`src/hw/rtl/fbpe_pkg.sv`:
```
`timescale 1ns / 1ps
// ----------------------------------------------------------------------------
// fbpe_pkg - shared definitions for the frame byte pixel expander
// Format register bits, raster constants, palette lookups and the group type.
// ----------------------------------------------------------------------------
package fbpe_pkg;

	// Raster geometry: FRAME_SIDE x FRAME_SIDE pixels, grouped 2x2.
	localparam int FRAME_SIDE = 128;
	localparam int COORD_W    = $clog2(FRAME_SIDE);

	// Item field widths.
	localparam int OFFSET_W = 11;
	localparam int BYTE_W   = 8;
	localparam int FMT_W    = 8;
	localparam int COLOR_W  = 16;
	localparam int IDX_W    = 4;
	localparam int CNT_W    = 3;

	// Packed stream widths, rounded up to whole bytes.
	localparam int S_DATA_W = 24;
	localparam int M_DATA_W = 80;

	// Format register bit positions.
	localparam int FMT_COLOR = 4;
	localparam int FMT_LARGE = 5;
	localparam int FMT_HIRES = 6;

	// Group counter codes at which a byte is finished.
	localparam logic [CNT_W-1:0] CNT_LAST_LARGE = 3'd1;
	localparam logic [CNT_W-1:0] CNT_LAST_SMALL = 3'd7;

	localparam logic [COLOR_W-1:0] COLOR_BLACK = 16'h0000;

	// One 2x2 pixel group as it leaves the expander.
	typedef struct packed {
		logic               last;
		logic [COLOR_W-1:0] br;
		logic [COLOR_W-1:0] bl;
		logic [COLOR_W-1:0] tr;
		logic [COLOR_W-1:0] tl;
		logic [COORD_W-1:0] y;
		logic [COORD_W-1:0] x;
	} grp_t;

	// RGB565 color palette.
	function automatic logic [COLOR_W-1:0] pal_color(input logic [IDX_W-1:0] idx);
		logic [COLOR_W-1:0] c;
		case (idx)
			4'd0:    c = 16'h0000;
			4'd1:    c = 16'h8000;
			4'd2:    c = 16'h0400;
			4'd3:    c = 16'h8400;
			4'd4:    c = 16'h0010;
			4'd5:    c = 16'h8010;
			4'd6:    c = 16'h0410;
			4'd7:    c = 16'h8410;
			4'd8:    c = 16'h0000;
			4'd9:    c = 16'hf800;
			4'd10:   c = 16'h07e0;
			4'd11:   c = 16'hffe0;
			4'd12:   c = 16'h001f;
			4'd13:   c = 16'hf81f;
			4'd14:   c = 16'h07ff;
			default: c = 16'hffff;
		endcase
		return c;
	endfunction

	// RGB565 gray ramp.
	function automatic logic [COLOR_W-1:0] pal_gray(input logic [IDX_W-1:0] idx);
		logic [COLOR_W-1:0] c;
		case (idx)
			4'd0:    c = 16'h0000;
			4'd1:    c = 16'h1082;
			4'd2:    c = 16'h2104;
			4'd3:    c = 16'h31a6;
			4'd4:    c = 16'h4228;
			4'd5:    c = 16'h52aa;
			4'd6:    c = 16'h632c;
			4'd7:    c = 16'h73ae;
			4'd8:    c = 16'h8c51;
			4'd9:    c = 16'h9cd3;
			4'd10:   c = 16'had55;
			4'd11:   c = 16'hbdd7;
			4'd12:   c = 16'hce59;
			4'd13:   c = 16'hdefb;
			4'd14:   c = 16'hef7d;
			default: c = 16'hffff;
		endcase
		return c;
	endfunction

	// Palette selected by the color bit of the format register.
	function automatic logic [COLOR_W-1:0] pal_lookup(input logic use_color,
	                                                  input logic [IDX_W-1:0] idx);
		return use_color ? pal_color(idx) : pal_gray(idx);
	endfunction

endpackage

```
`src/hw/rtl/frame_byte_pixel_expander_top.sv`:
```
`timescale 1ns / 1ps
// ----------------------------------------------------------------------------
// frame_byte_pixel_expander_top - display byte to 2x2 pixel group expander
// Turns one display memory byte and its frame offset into RGB565 pixel groups.
// ----------------------------------------------------------------------------
// Usage:
//   Input requests on s_* carry {memory_byte, byte_offset}. Each byte produces
//   two groups in quadrant layout or eight groups in 512-byte layout, sent as
//   output requests on m_* one per cycle while m_tready is high; m_tlast
//   marks a byte's final group. The user must write the format register
//   (cfg_we / cfg_wdata) only while no byte is in flight; the block does not
//   enforce this. Each byte keeps the format it was accepted with.
// Throughput: one group per cycle while m_tready is high, set by the single
//   group generator. A byte is held in the input stage; each of its groups is
//   registered in the output register before reaching m_*. The next byte is
//   accepted in the cycle the previous byte's last group moves there, so no gap.
// Reset: arst_n clears the format register to 0 and empties both stages.
// Stall: when m_tready is low the output register holds its group, the held
//   byte stops advancing and s_tready drops until the output moves again.
// ----------------------------------------------------------------------------
module frame_byte_pixel_expander_top (
	input  logic                          clk,
	input  logic                          arst_n,
	// Format register write.
	input  logic                          cfg_we,
	input  logic [fbpe_pkg::FMT_W-1:0]    cfg_wdata,
	// Byte requests.
	input  logic                          s_tvalid,
	output logic                          s_tready,
	input  logic [fbpe_pkg::S_DATA_W-1:0] s_tdata,  // byte_offset[10:0], memory_byte[18:11]
	// Group requests.
	output logic                          m_tvalid,
	input  logic                          m_tready,
	output logic [fbpe_pkg::M_DATA_W-1:0] m_tdata,  // group_x[6:0], group_y[13:7],
	                                                // color_top_left[29:14],
	                                                // color_top_right[45:30],
	                                                // color_bottom_left[61:46],
	                                                // color_bottom_right[77:62]
	output logic                          m_tlast   // last_group
);
	import fbpe_pkg::*;

	logic [FMT_W-1:0]    fmt_q;
	logic                valid_s1;
	logic [OFFSET_W-1:0] off_s1;
	logic [BYTE_W-1:0]   byte_s1;
	logic [FMT_W-1:0]    fmt_s1;
	logic [CNT_W-1:0]    cnt_q;
	logic                valid_s2;
	grp_t                grp_s2;
	grp_t                grp;
	logic                out_free;
	logic                grp_fire;
	logic                in_fire;

	// Format register.
	always_ff @(posedge clk or negedge arst_n) begin
		if (!arst_n) begin
			fmt_q <= '0;
		end else if (cfg_we) begin
			fmt_q <= cfg_wdata;
		end
	end

	assign out_free = !valid_s2 || m_tready;
	assign grp_fire = valid_s1 && out_free;
	assign s_tready = !valid_s1 || (grp_fire && grp.last);
	assign in_fire  = s_tvalid && s_tready;

	// Input stage: holds the byte while its groups are generated.
	always_ff @(posedge clk or negedge arst_n) begin
		if (!arst_n) begin
			valid_s1 <= 1'b0;
			cnt_q    <= '0;
		end else begin
			if (in_fire) begin
				valid_s1 <= 1'b1;
				cnt_q    <= '0;
			end else if (grp_fire) begin
				if (grp.last) begin
					valid_s1 <= 1'b0;
					cnt_q    <= '0;
				end else begin
					cnt_q <= cnt_q + 1'b1;
				end
			end
		end
	end

	always_ff @(posedge clk) begin
		if (in_fire) begin
			off_s1  <= s_tdata[OFFSET_W-1:0];
			byte_s1 <= s_tdata[OFFSET_W +: BYTE_W];
			fmt_s1  <= fmt_q;
		end
	end

	fbpe_group u_group (
		.byte_offset (off_s1),
		.memory_byte (byte_s1),
		.fmt         (fmt_s1),
		.cnt         (cnt_q),
		.grp         (grp)
	);

	// Output register.
	always_ff @(posedge clk or negedge arst_n) begin
		if (!arst_n) begin
			valid_s2 <= 1'b0;
		end else if (out_free) begin
			valid_s2 <= valid_s1;
		end
	end

	always_ff @(posedge clk) begin
		if (grp_fire) begin
			grp_s2 <= grp;
		end
	end

	assign m_tvalid = valid_s2;
	assign m_tlast  = grp_s2.last;
	assign m_tdata  = {2'b00, grp_s2.br, grp_s2.bl, grp_s2.tr, grp_s2.tl,
	                   grp_s2.y, grp_s2.x};

	// Quadrant layout never counts past its second group.
	a_large_cnt: assert property (@(posedge clk) disable iff (!arst_n)
		(valid_s1 && fmt_s1[FMT_LARGE]) |-> (cnt_q <= CNT_LAST_LARGE))
		else $error("group counter ran past quadrant layout end");

	// An empty input stage has its counter parked at zero.
	a_idle_cnt: assert property (@(posedge clk) disable iff (!arst_n)
		!valid_s1 |-> (cnt_q == '0))
		else $error("group counter not cleared while idle");

	// After a byte's last group leaves with no new byte, the stage empties.
	a_drain: assert property (@(posedge clk) disable iff (!arst_n)
		(grp_fire && grp.last && !in_fire) |=> !valid_s1)
		else $error("input stage still busy after last group");

	// Group coordinates are always even.
	a_even: assert property (@(posedge clk) disable iff (!arst_n)
		m_tvalid |-> (m_tdata[0] == 1'b0 && m_tdata[COORD_W] == 1'b0))
		else $error("odd group coordinate");

endmodule

```
`src/hw/rtl/fbpe_group.sv`:
```
`timescale 1ns / 1ps
// ----------------------------------------------------------------------------
// fbpe_group - one 2x2 pixel group from a held byte
// Works out position, four colors and the last flag for group number cnt.
// ----------------------------------------------------------------------------
module fbpe_group (
	input  logic [fbpe_pkg::OFFSET_W-1:0] byte_offset,
	input  logic [fbpe_pkg::BYTE_W-1:0]   memory_byte,
	input  logic [fbpe_pkg::FMT_W-1:0]    fmt,
	input  logic [fbpe_pkg::CNT_W-1:0]    cnt,
	output fbpe_pkg::grp_t                grp
);
	import fbpe_pkg::*;

	logic               quad_mode;
	logic [IDX_W-1:0]   bits;
	logic [COLOR_W-1:0] fg;
	logic [COLOR_W-1:0] fill;
	logic [COLOR_W-1:0] col [4];

	assign quad_mode = fmt[FMT_LARGE];

	// Even groups use the low nibble (pattern A), odd groups the high nibble.
	assign bits = cnt[0] ? memory_byte[7:4] : memory_byte[3:0];
	assign fg   = pal_lookup(fmt[FMT_COLOR], fmt[IDX_W-1:0]);
	assign fill = pal_lookup(fmt[FMT_COLOR], bits);

	// High resolution: one bit per pixel, foreground or black; else the nibble's color.
	always_comb begin
		for (int k = 0; k < 4; k++) begin
			if (fmt[FMT_HIRES]) begin
				col[k] = bits[k] ? fg : COLOR_BLACK;
			end else begin
				col[k] = fill;
			end
		end
	end

	// Position: quadrant layout yields a left and right group, the small
	// layout two rows of four groups over an 8 x 4 pixel block.
	always_comb begin
		grp.tl = col[0];
		grp.tr = col[1];
		grp.bl = col[2];
		grp.br = col[3];
		if (quad_mode) begin
			grp.x    = {byte_offset[9], byte_offset[3:0], cnt[0], 1'b0};
			grp.y    = {byte_offset[10], byte_offset[8:4], 1'b0};
			grp.last = (cnt == CNT_LAST_LARGE);
		end else begin
			grp.x    = {byte_offset[3:0], cnt[1:0], 1'b0};
			grp.y    = {byte_offset[8:4], cnt[2], 1'b0};
			grp.last = (cnt == CNT_LAST_SMALL);
		end
	end

endmodule

```
`config.mk`:
```
export PLATFORM = sky130hd
export DESIGN_NAME = frame_byte_pixel_expander_top
export DESIGN_NICKNAME = d
export VERILOG_FILES = /design/src/hw/rtl/fbpe_pkg.sv /design/src/hw/rtl/frame_byte_pixel_expander_top.sv /design/src/hw/rtl/fbpe_group.sv
export SDC_FILE = /design/constraint.sdc
export NUM_CORES = 1
export LEC_CHECK = 0
export BUFFER_PORTS_ARGS = -buffer_cell sky130_fd_sc_hd__buf_2
export CORE_MARGIN = 3
export CORE_UTILIZATION = 57
export CTS_BUF_LIST = sky130_fd_sc_hd__clkbuf_16
export DETAILED_ROUTE_END_ITERATION = 8
export PLACE_DENSITY = 0.84
export SYNTH_ARGS = -nofsm -noshare
export SYNTH_HDL_FRONTEND = slang
export SYNTH_SLANG_ARGS = --single-unit
```
`constraint.sdc`:
```
create_clock -name clk -period 7.9 [get_ports clk]
set_clock_uncertainty 0.2 [all_clocks]
set_input_delay 1.58 -clock clk [delete_from_list [all_inputs] [get_ports clk]]
set_output_delay 1.58 -clock clk [all_outputs]
set_load 0.02 [all_outputs]
```
* Yosys cells after proc, flatten, opt, wreduce, memory -nomap -nowiden *
Memories as Yosys holds them, arrays and structs flattened. A register that Yosys moved wholly into a read port is not among the register bits.
Cells that the tools add are included.

operators by class
  add/subtract/negate cells = 1
  multipliers = 0
  div/mod/pow operators = 0
  magnitude comparators = 0
  eq/ne operators = 2
  shift-type cells = 0
  muxes and demuxes = 21
  bitwise gates (word level) = 0
  reduce and logical (&&, ||, !) cells = 10

operators by type and width
  kind                                           count
  2-to-1 mux 16 bit                              10
  2-to-1 mux 14 bit                              1
  2-to-1 mux 4 bit                               3
  2-to-1 mux 3 bit                               3
  2-to-1 mux 1 bit                               4
  nonzero test 2 bit                             2
  adder 3 x 1 -> 3 bit, second input constant    1
  == test 3 x 1 -> 1 bit, second input constant  1
  == test 3 bit, second input constant           1
  logical AND 1 bit                              3
  zero test 1 bit                                2
  logical OR 1 bit                               2
  AND reduction 2 bit                            1

storage, ports and cells
  register bits after elaboration = 117
  bits in latches = 0
  memory bits (writable) = 0
  ROM bits = 1024
  output and inout port bits = 83
  word-level logic and storage cells = 52
  memories kept = 4

memories
  name              depth  width  read ports  clocked after memory_dff  wr ports  line            RTL
  (name not given)  16     16     1           0                         0         fbpe_pkg.sv:49  case (idx)
  (name not given)  16     16     1           0                         0         fbpe_pkg.sv:73  case (idx)
  (name not given)  16     16     1           1                         0         fbpe_pkg.sv:49
  (name not given)  16     16     1           1                         0         fbpe_pkg.sv:73

* Longest topological paths before layout *
Gate-level depths: netlist (run 1).

  depth in word-level cells = 8
  depth in mapped cells = 5
  mapped depth without buffers = 4

* Hierarchy *
Synthesis (run 1) repeated with hierarchy kept, for this count alone.

unflattened totals
  cells, all modules = 313
  area total of the unflattened synthesis = 4767.1 sq um

by module, submodules not included
  module                         instances  cells an instance  area each (sq um)  seq. area each (sq um)
  frame_byte_pixel_expander_top  1          155                3787.4             3508.4
  fbpe_group                     1          158                979.7              0.0

* Least setup slack after synthesis (run 1) *
Ideal clock, no wire load.

  path type = input to register
  from = input m_tready
  to = register cnt_q[0]
  arrival = 4.122 ns
  setup slack = 3.446 ns
  cell stages on the path = 4
  path buffers = 0
  cells stage by stage = nand2b_1 -> and2_1 -> nor2b_1 -> mux2_2

on the way
  longest elaborated chain between the ends = 6
  elaborated cells on any way between the ends = 7

ends and longest elaborated chain
  element                                                 line                                 RTL
  start: declaration                                      frame_byte_pixel_expander_top.sv:33  input logic m_tready,
  logical OR 1 bit *                                      frame_byte_pixel_expander_top.sv:65  assign out_free = !valid_s2 || m_tready;
  logical AND 1 bit *                                     frame_byte_pixel_expander_top.sv:66  assign grp_fire = valid_s1 && out_free;
  via grp_fire                                            frame_byte_pixel_expander_top.sv:53  logic grp_fire;
  logical AND 1 bit                                       frame_byte_pixel_expander_top.sv:67  assign s_tready = !valid_s1 || (grp_fire && grp.last);
  logical OR 1 bit                                        frame_byte_pixel_expander_top.sv:67
  logical AND 1 bit                                       frame_byte_pixel_expander_top.sv:68  assign in_fire = s_tvalid && s_tready;
  2-to-1 mux 3 bit or nonzero test 2 bit (tied branches)  n/a
  end signal: assignment                                  frame_byte_pixel_expander_top.sv:84  cnt_q <= cnt_q + 1'b1;
  end: declaration                                        frame_byte_pixel_expander_top.sv:48  logic [CNT_W-1:0] cnt_q;

Mark *: on every way through the listed nets, which the timed path passes. The rest lies on a longest branch.
A chain may end at the register's enable or synchronous reset.

* Worst setup path after layout (run 1) *
  from = input m_tready
  to = output s_tready

on the way
  longest elaborated chain between the ends = 4

ends and longest elaborated chain
  element            line                                 RTL
  logical OR 1 bit   frame_byte_pixel_expander_top.sv:65
  logical AND 1 bit  frame_byte_pixel_expander_top.sv:66
  logical AND 1 bit  frame_byte_pixel_expander_top.sv:67
  logical OR 1 bit   frame_byte_pixel_expander_top.sv:67
  end: declaration   frame_byte_pixel_expander_top.sv:29  output logic s_tready,

No other way between the ends.

==> impl_metrics.py, run 1 <==
metrics = {
    "run_status": {
        "outcome": "complete, no violations",
    },
    "layout": {
        "diodes": 0,
        "fill_cells": 528,
        "multi_input_area_um2": 1244,
        "seq_area_um2": 3553,
        "fin_nets": 489,
        "area_growth_pct": 23.84,
        "fin_area_um2": 6065,
        "layout-drive-gt1-share_pct": 36.42,
    },
    "routing": {
        "drt_iter0_markers": 219,
        "vias": 3189,
        "drt_pre_antenna_iters": 5,
        "routedWlPerCell_um": 17.21,
        "drcViolationCount": 0,
        "wirelength_um": 9794,
        "ant_nets": 0,
        "viasPerCell": 5.605,
    },
    "synth": {
        "synth_cell_type_count": 39,
        "syn_avg_cell_area_um2": 14.57,
        "synth_top_area_share_pct": 63.16,
        "ys_ff_latch": 123,
        "synthArstFlopShare_pct": 9.756,
        "yosysMostFrequentCell": "edfxtp_1",
        "yosysSeqAreaShare_pct": 72.56,
        "yosys_warnings": 0,
        "synthFlopType": "edfxtp_1",
        "synth_edf_count": 103,
        "syn-cell-area_um2": 4897,
        "synthesis.instances": 336,
        "ys_top_cells_by_area": "edfxtp_1 63%, o21ai_0 6.7%, dfrtp_1 6.1%, mux2_2 4.1%, dfxtp_1 3.3%",
        "synthTopCellsByCount": "103 x edfxtp_1, 66 x o21ai_0, 25 x nand2_1, 20 x a21oi_1, 18 x mux2_2",
        "synth_top_area_cell": "edfxtp_1",
    },
    "grt": {
        "gr-usage-met3_pct": 7.714,
        "met1_usage_pct": 25.50,
        "grt_util_all_layers_pct": 21.28,
        "busiest_layer": "met2",
        "grt_pass1_wl_um": 15660,
        "grt_antenna_before_repair": 0,
        "met2_usage_pct": 35.00,
        "grt_pass1_vias": 3169,
        "grt-ovfl-total": 0,
        "grt_max_degree": 81,
    },
    "worst_setup_path": {
        "cp_max_fo": 6,
        "worst_path_max_delay_cell": "nand2b_1",
        "required_ns": 6.12,
        "path_buf_inv": 3,
        "critPathTopFamily": "buffers and inverters",
        "start_kind": "input port",
        "crit_path_frequent_cell": "buf_2",
        "cp_cell_sequence": "buf_2 > nand2b_1 > inv_1 > o21ai_0 > buf_2",
        "cp_data_arrival_time_ns": 2.35,
        "cp-end-kind": "output port",
        "cp_slowest_stage_delay_ns": 0.23,
        "crit_type": "in2out",
    },
    "cts": {
        "post_cts_buffers": 0,
        "numCtsBuffers": 17,
        "cts_sinks": 123,
        "cts_buffer_depth": 2,
        "holdBufCountCts": 0,
        "clkLatencyLatePin_ns": 0.41,
        "htree_levels": 4,
        "root_buffer": "clkbuf_16",
        "cts_tree": "yes",
        "clkSlewWorstSetupHoldPaths_ns": 0.06,
        "cts_resized": 0,
    },
    "power": {
        "peakVddDrop_v": 0.0002238,
        "power-per-cell-area_nw_per_um2": 353.6,
        "total_power_mw": 2.145,
        "leakagePower_nw": 2.440,
    },
    "sta": {
        "hold-worst-slack_ns": 0.2556,
        "setup_tns_ns": 0,
        "hold_violations": 0,
        "layout_worst_path_cycle_share_pct": 52.31,
        "period_minus_slack_ns": 4.132,
        "relSlewSlack_pct": 27.67,
        "finalMaxSlewViolations": 0,
        "tightest_slew_ns": 1.081,
        "clock.fmax_mhz": 242.0,
        "grt_setup_unrepaired": "no",
        "setup_violations": 0,
    },
    "worst_hold_path": {
        "hp-class": "reg2reg",
    },
    "placed_design": {
        "dp_hpwl_um": 6407,
        "port_buffers": 109,
        "placed_area_um2": 5500,
        "gp_congestion": 0.8910,
    },
    "die": {
        "core_um2": 8299,
        "die_w_um": 98.69,
        "die_h_um": 98.69,
        "initial_core_util_pct": 59.01,
        "boundaryPins": 120,
        "row_count": 33,
        "die_area_um2": 9740,
    },
    "job": {
        "max-cap-violations": 0,
    },
}
## worst register-to-register path, delay by kind of cell (launching register included)
family | cells | cell delay [ns]
AO/OA/AOI/OAI | 2 | 1.02
flip-flops | 1 | 0.69
multiplexers | 1 | 0.37
AND/OR/NAND/NOR | 1 | 0.29
## through the flow
stage               cells  setup WS, ns  utilization, %
detailed placement    537         3.775           66.27
global route          569         3.669           73.07
finish                569         3.768           73.07
floorplan             339         3.446               -
global placement      537         3.814           66.27
CTS                   569         3.764           73.07
## metal layers
layer,up-vias,wire (µm)
li1,1496,-
met1,1488,3752
met2,187,4966
met3,18,876
met4,0,198
met5,-,0
## sequential cells by signal (all words and copies together), names as in the netlist, named ones only
name	cells
m_tlast	1
m_tvalid	1
valid_s1	1
byte_s1	8
fmt_q	7
fmt_s1	7
m_tdata	76
off_s1	11
cnt_q	3
## where the power goes
part           switching, mW  internal [mW]
registers             0.0667          0.876
clock network          0.294          0.436
logic                  0.316          0.156
total                  0.677           1.47
## layout by cell type, fill, tap and decap left out, types with 2 or more instances in the layout
| master | instances |
|---|---|
| mux2_2 | 18 |
| conb_1 | 4 |
| clkbuf_16 | 17 |
| o22ai_1 | 4 |
| clkinvlp_4 | 4 |
| clkinv_4 | 2 |
| nand2b_1 | 6 |
| a31oi_1 | 2 |
| nor3_1 | 2 |
| nor2_1 | 4 |
| o21ai_0 | 66 |
| mux2_4 | 4 |
| nor2b_1 | 6 |
| o21bai_1 | 4 |
| inv_6 | 6 |
| a21oi_1 | 20 |
| mux2i_1 | 9 |
| nand2_1 | 25 |
| edfxtp_1 | 103 |
| inv_1 | 8 |
| dfxtp_1 | 8 |
| buf_2 | 109 |
| a21o_1 | 5 |
| dfrtp_1 | 12 |
## logic make-up after synthesis
family          count (synthesis)  synth area share (%)
compound gates                106                 12.06
fa+ha+maj                       1                0.2555
buf+inv                        23                 2.325
flops                         123                 72.56
mux                            32                 7.665
other cells                     1               0.07657
simple gates                   50                 5.059
## final cells by class
class                      instances  area share [%]
sequential                       123           58.59
multi-input combinational        193           20.51
timing repair buffer             109           8.995
clock buffer                      17           7.015
clock inverter                    15           2.290
tap                              105           2.166
inverter                           7          0.4333
## final timing paths
check	depth (start not counted)	end	startpoint	slack (ns)
worst max-delay path	5	s_tready	m_tready	3.77
worst min-delay path	0	fmt_s1[5]	fmt_q[5]	0.26
worst max register to register	4	flop	fmt_s1[5]	5.22
worst min register to register	0	fmt_s1[5]	fmt_q[5]	0.26
max in group asynchronous	1	fmt_q[6]	arst_n	6.44
min in group asynchronous	1	m_tvalid	arst_n	0.84
Note: power is estimated with default switching activity, not from simulation.
==> inputs of run 2 (changes only) <==
Settings changed: CORE_UTILIZATION 57 to 48, PLACE_DENSITY 0.84 to 0.76.
Clock period 7.9 ns to 3.68 ns, I/O delays scaled along.
==> impl_metrics.py, run 2 (same netlist as run 1, synthesis figures left out) <==
metrics = {
    "sta": {
        "tightest_slew_ns": 0.8664,
        "clock.fmax_mhz": 345.6,
        "period_minus_slack_ns": 2.893,
        "layout_worst_path_cycle_share_pct": 78.63,
        "hold_violations": 0,
        "setup_tns_ns": 0,
        "finalMaxSlewViolations": 0,
        "setup_violations": 0,
        "relSlewSlack_pct": 42.24,
        "grt_setup_unrepaired": "no",
    },
    "cts": {
        "clkSlewWorstSetupHoldPaths_ns": 0.05,
        "clkLatencyLatePin_ns": 0.40,
        "post_cts_buffers": 0,
        "numCtsBuffers": 17,
        "holdBufCountCts": 1,
        "cts_tree": "yes",
        "cts_buffer_depth": 2,
        "htree_levels": 4,
        "cts_resized": 0,
        "root_buffer": "clkbuf_16",
        "cts_sinks": 123,
    },
    "worst_setup_path": {
        "r2r-start": "fmt_s1[5]",
        "crit_type": "reg2out",
        "required_ns": 2.74,
        "cp-startpoint": "fmt_s1[5]",
        "cp_data_arrival_time_ns": 1.96,
        "start_kind": "flop",
        "cp-end-kind": "output port",
        "cp_max_fo": 15,
        "worstRegToRegCells": 5,
    },
    "routing": {
        "vias": 3101,
        "routedWlPerCell_um": 15.84,
        "wl_met3_um": 594,
        "drt_iter0_markers": 161,
        "ant_nets": 0,
        "viasPerCell": 5.160,
        "drcViolationCount": 0,
        "wirelength_um": 9520,
        "met2_length_um": 4793,
        "drt-met1-wl_um": 3877,
        "drt_pre_antenna_iters": 5,
        "dr.max_layer_used": "met4",
    },
    "worst_hold_path": {
        "hp-class": "reg2reg",
        "whs_path_depth": 0,
        "min_from": "fmt_q[5]",
    },
    "power": {
        "peakVddDrop_v": 0.0003351,
        "power-per-cell-area_nw_per_um2": 732.6,
        "leakagePower_nw": 2.477,
    },
    "run_status": {
        "outcome": "complete, no violations",
    },
    "die": {
        "die_area_um2": 11450,
        "boundaryPins": 120,
        "die_h_um": 107.0,
        "die_w_um": 107.0,
        "core_um2": 9864,
        "row_count": 36,
        "initial_core_util_pct": 49.64,
    },
    "layout": {
        "largest_reg_flops": 76,
        "fin_nets": 493,
        "layout-drive-gt1-share_pct": 35.68,
        "diodes": 0,
        "fin_area_um2": 6118,
        "final_common_cell": "buf_2",
        "area_growth_pct": 24.94,
        "final_cell_mix": "109 x buf_2, 103 x edfxtp_1, 66 x o21ai_0",
    },
    "job": {
        "max-cap-violations": 0,
    },
    "grt": {
        "grt_pass1_wl_um": 15050,
        "grt_util_all_layers_pct": 17.60,
        "grt_antenna_before_repair": 0,
        "grt-ovfl-total": 0,
        "grt_pass1_vias": 3063,
        "grt_max_degree": 62,
    },
    "placed_design": {
        "port_buffers": 109,
        "placed_area_um2": 5570,
        "gp_congestion": 0.8128,
        "dp_hpwl_um": 6710,
    },
}
[run 2: changes by cell type in the layout (fill, tap and decap cells not counted), sizes merged]
cell | before | now
buf | 109 | 112
clkinv | 3 | 6
clkbuf | 17 | 19
clkinvlp | 4 | 2
inv | 14 | 12
bufinv | 1 | 0
dlygate4sd3 | 0 | 1
[run 2: cell type report]
type                       instances  area, µm²
fill                             778       3746
sequential                       123       3553
multi-input combinational        193       1244
timing repair buffer             113      590.6
clock buffer                      19      475.5
tap                              133      166.4
clock inverter                    13      62.56
inverter                           7      26.28
[run 2: routing by layer]
layer | vias up | global-route usage (%)
li1 | 1497 | -
met1 | 1456 | 19.96
met2 | 123 | 29.81
met3 | 25 | 5.238
met4 | 0 | 9.680
met5 | - | 0
[run 2: stage by stage]
| stage | total power [mW] | util [%] | setup WS, ns | std cells | hold slack [ns] |
|---|---|---|---|---|---|
| 2_1_floorplan | 2.727 | - | 0.06996 | 339 | 0.2211 |
| 5_1_grt | 4.695 | 62.02 | 0.6211 | 601 | 0.2563 |
| 3_3_place_gp | 3.024 | 56.47 | 1.093 | 568 | 0.2333 |
| 3_5_place_dp | 3.060 | 56.47 | 1.054 | 568 | 0.2317 |
| 4_1_cts | 4.520 | 62.02 | 0.7659 | 601 | 0.2442 |
| 6_report | 4.483 | 62.02 | 0.7865 | 601 | 0.2455 |
[run 2: worst max-delay path: stages, from the launching register on]
cell and delay, ns:
edfxtp_1 0.70, nor3b_2 0.29, o21ai_2 0.12, o21ai_0 0.24
buf_2 0.21
[run 2: path summary, 6_finish.rpt]
check / endpoint / slack, ns
worst max-delay path: s_tready / 0.79
worst min register to register: fmt_s1[5] / 0.25
max in group asynchronous: m_tvalid / 2.51
worst min-delay path: fmt_s1[5] / 0.25
min in group asynchronous: fmt_q[2] / 0.55
worst max register to register: flop / 1.05
[run 2: power breakdown]
part           switching [mW]  leakage (nW)  internal [mW]
Combinational           0.662         0.979          0.346
Sequential              0.143          1.22           1.88
Clock                   0.538         0.282          0.916
Total                    1.34          2.48           3.14
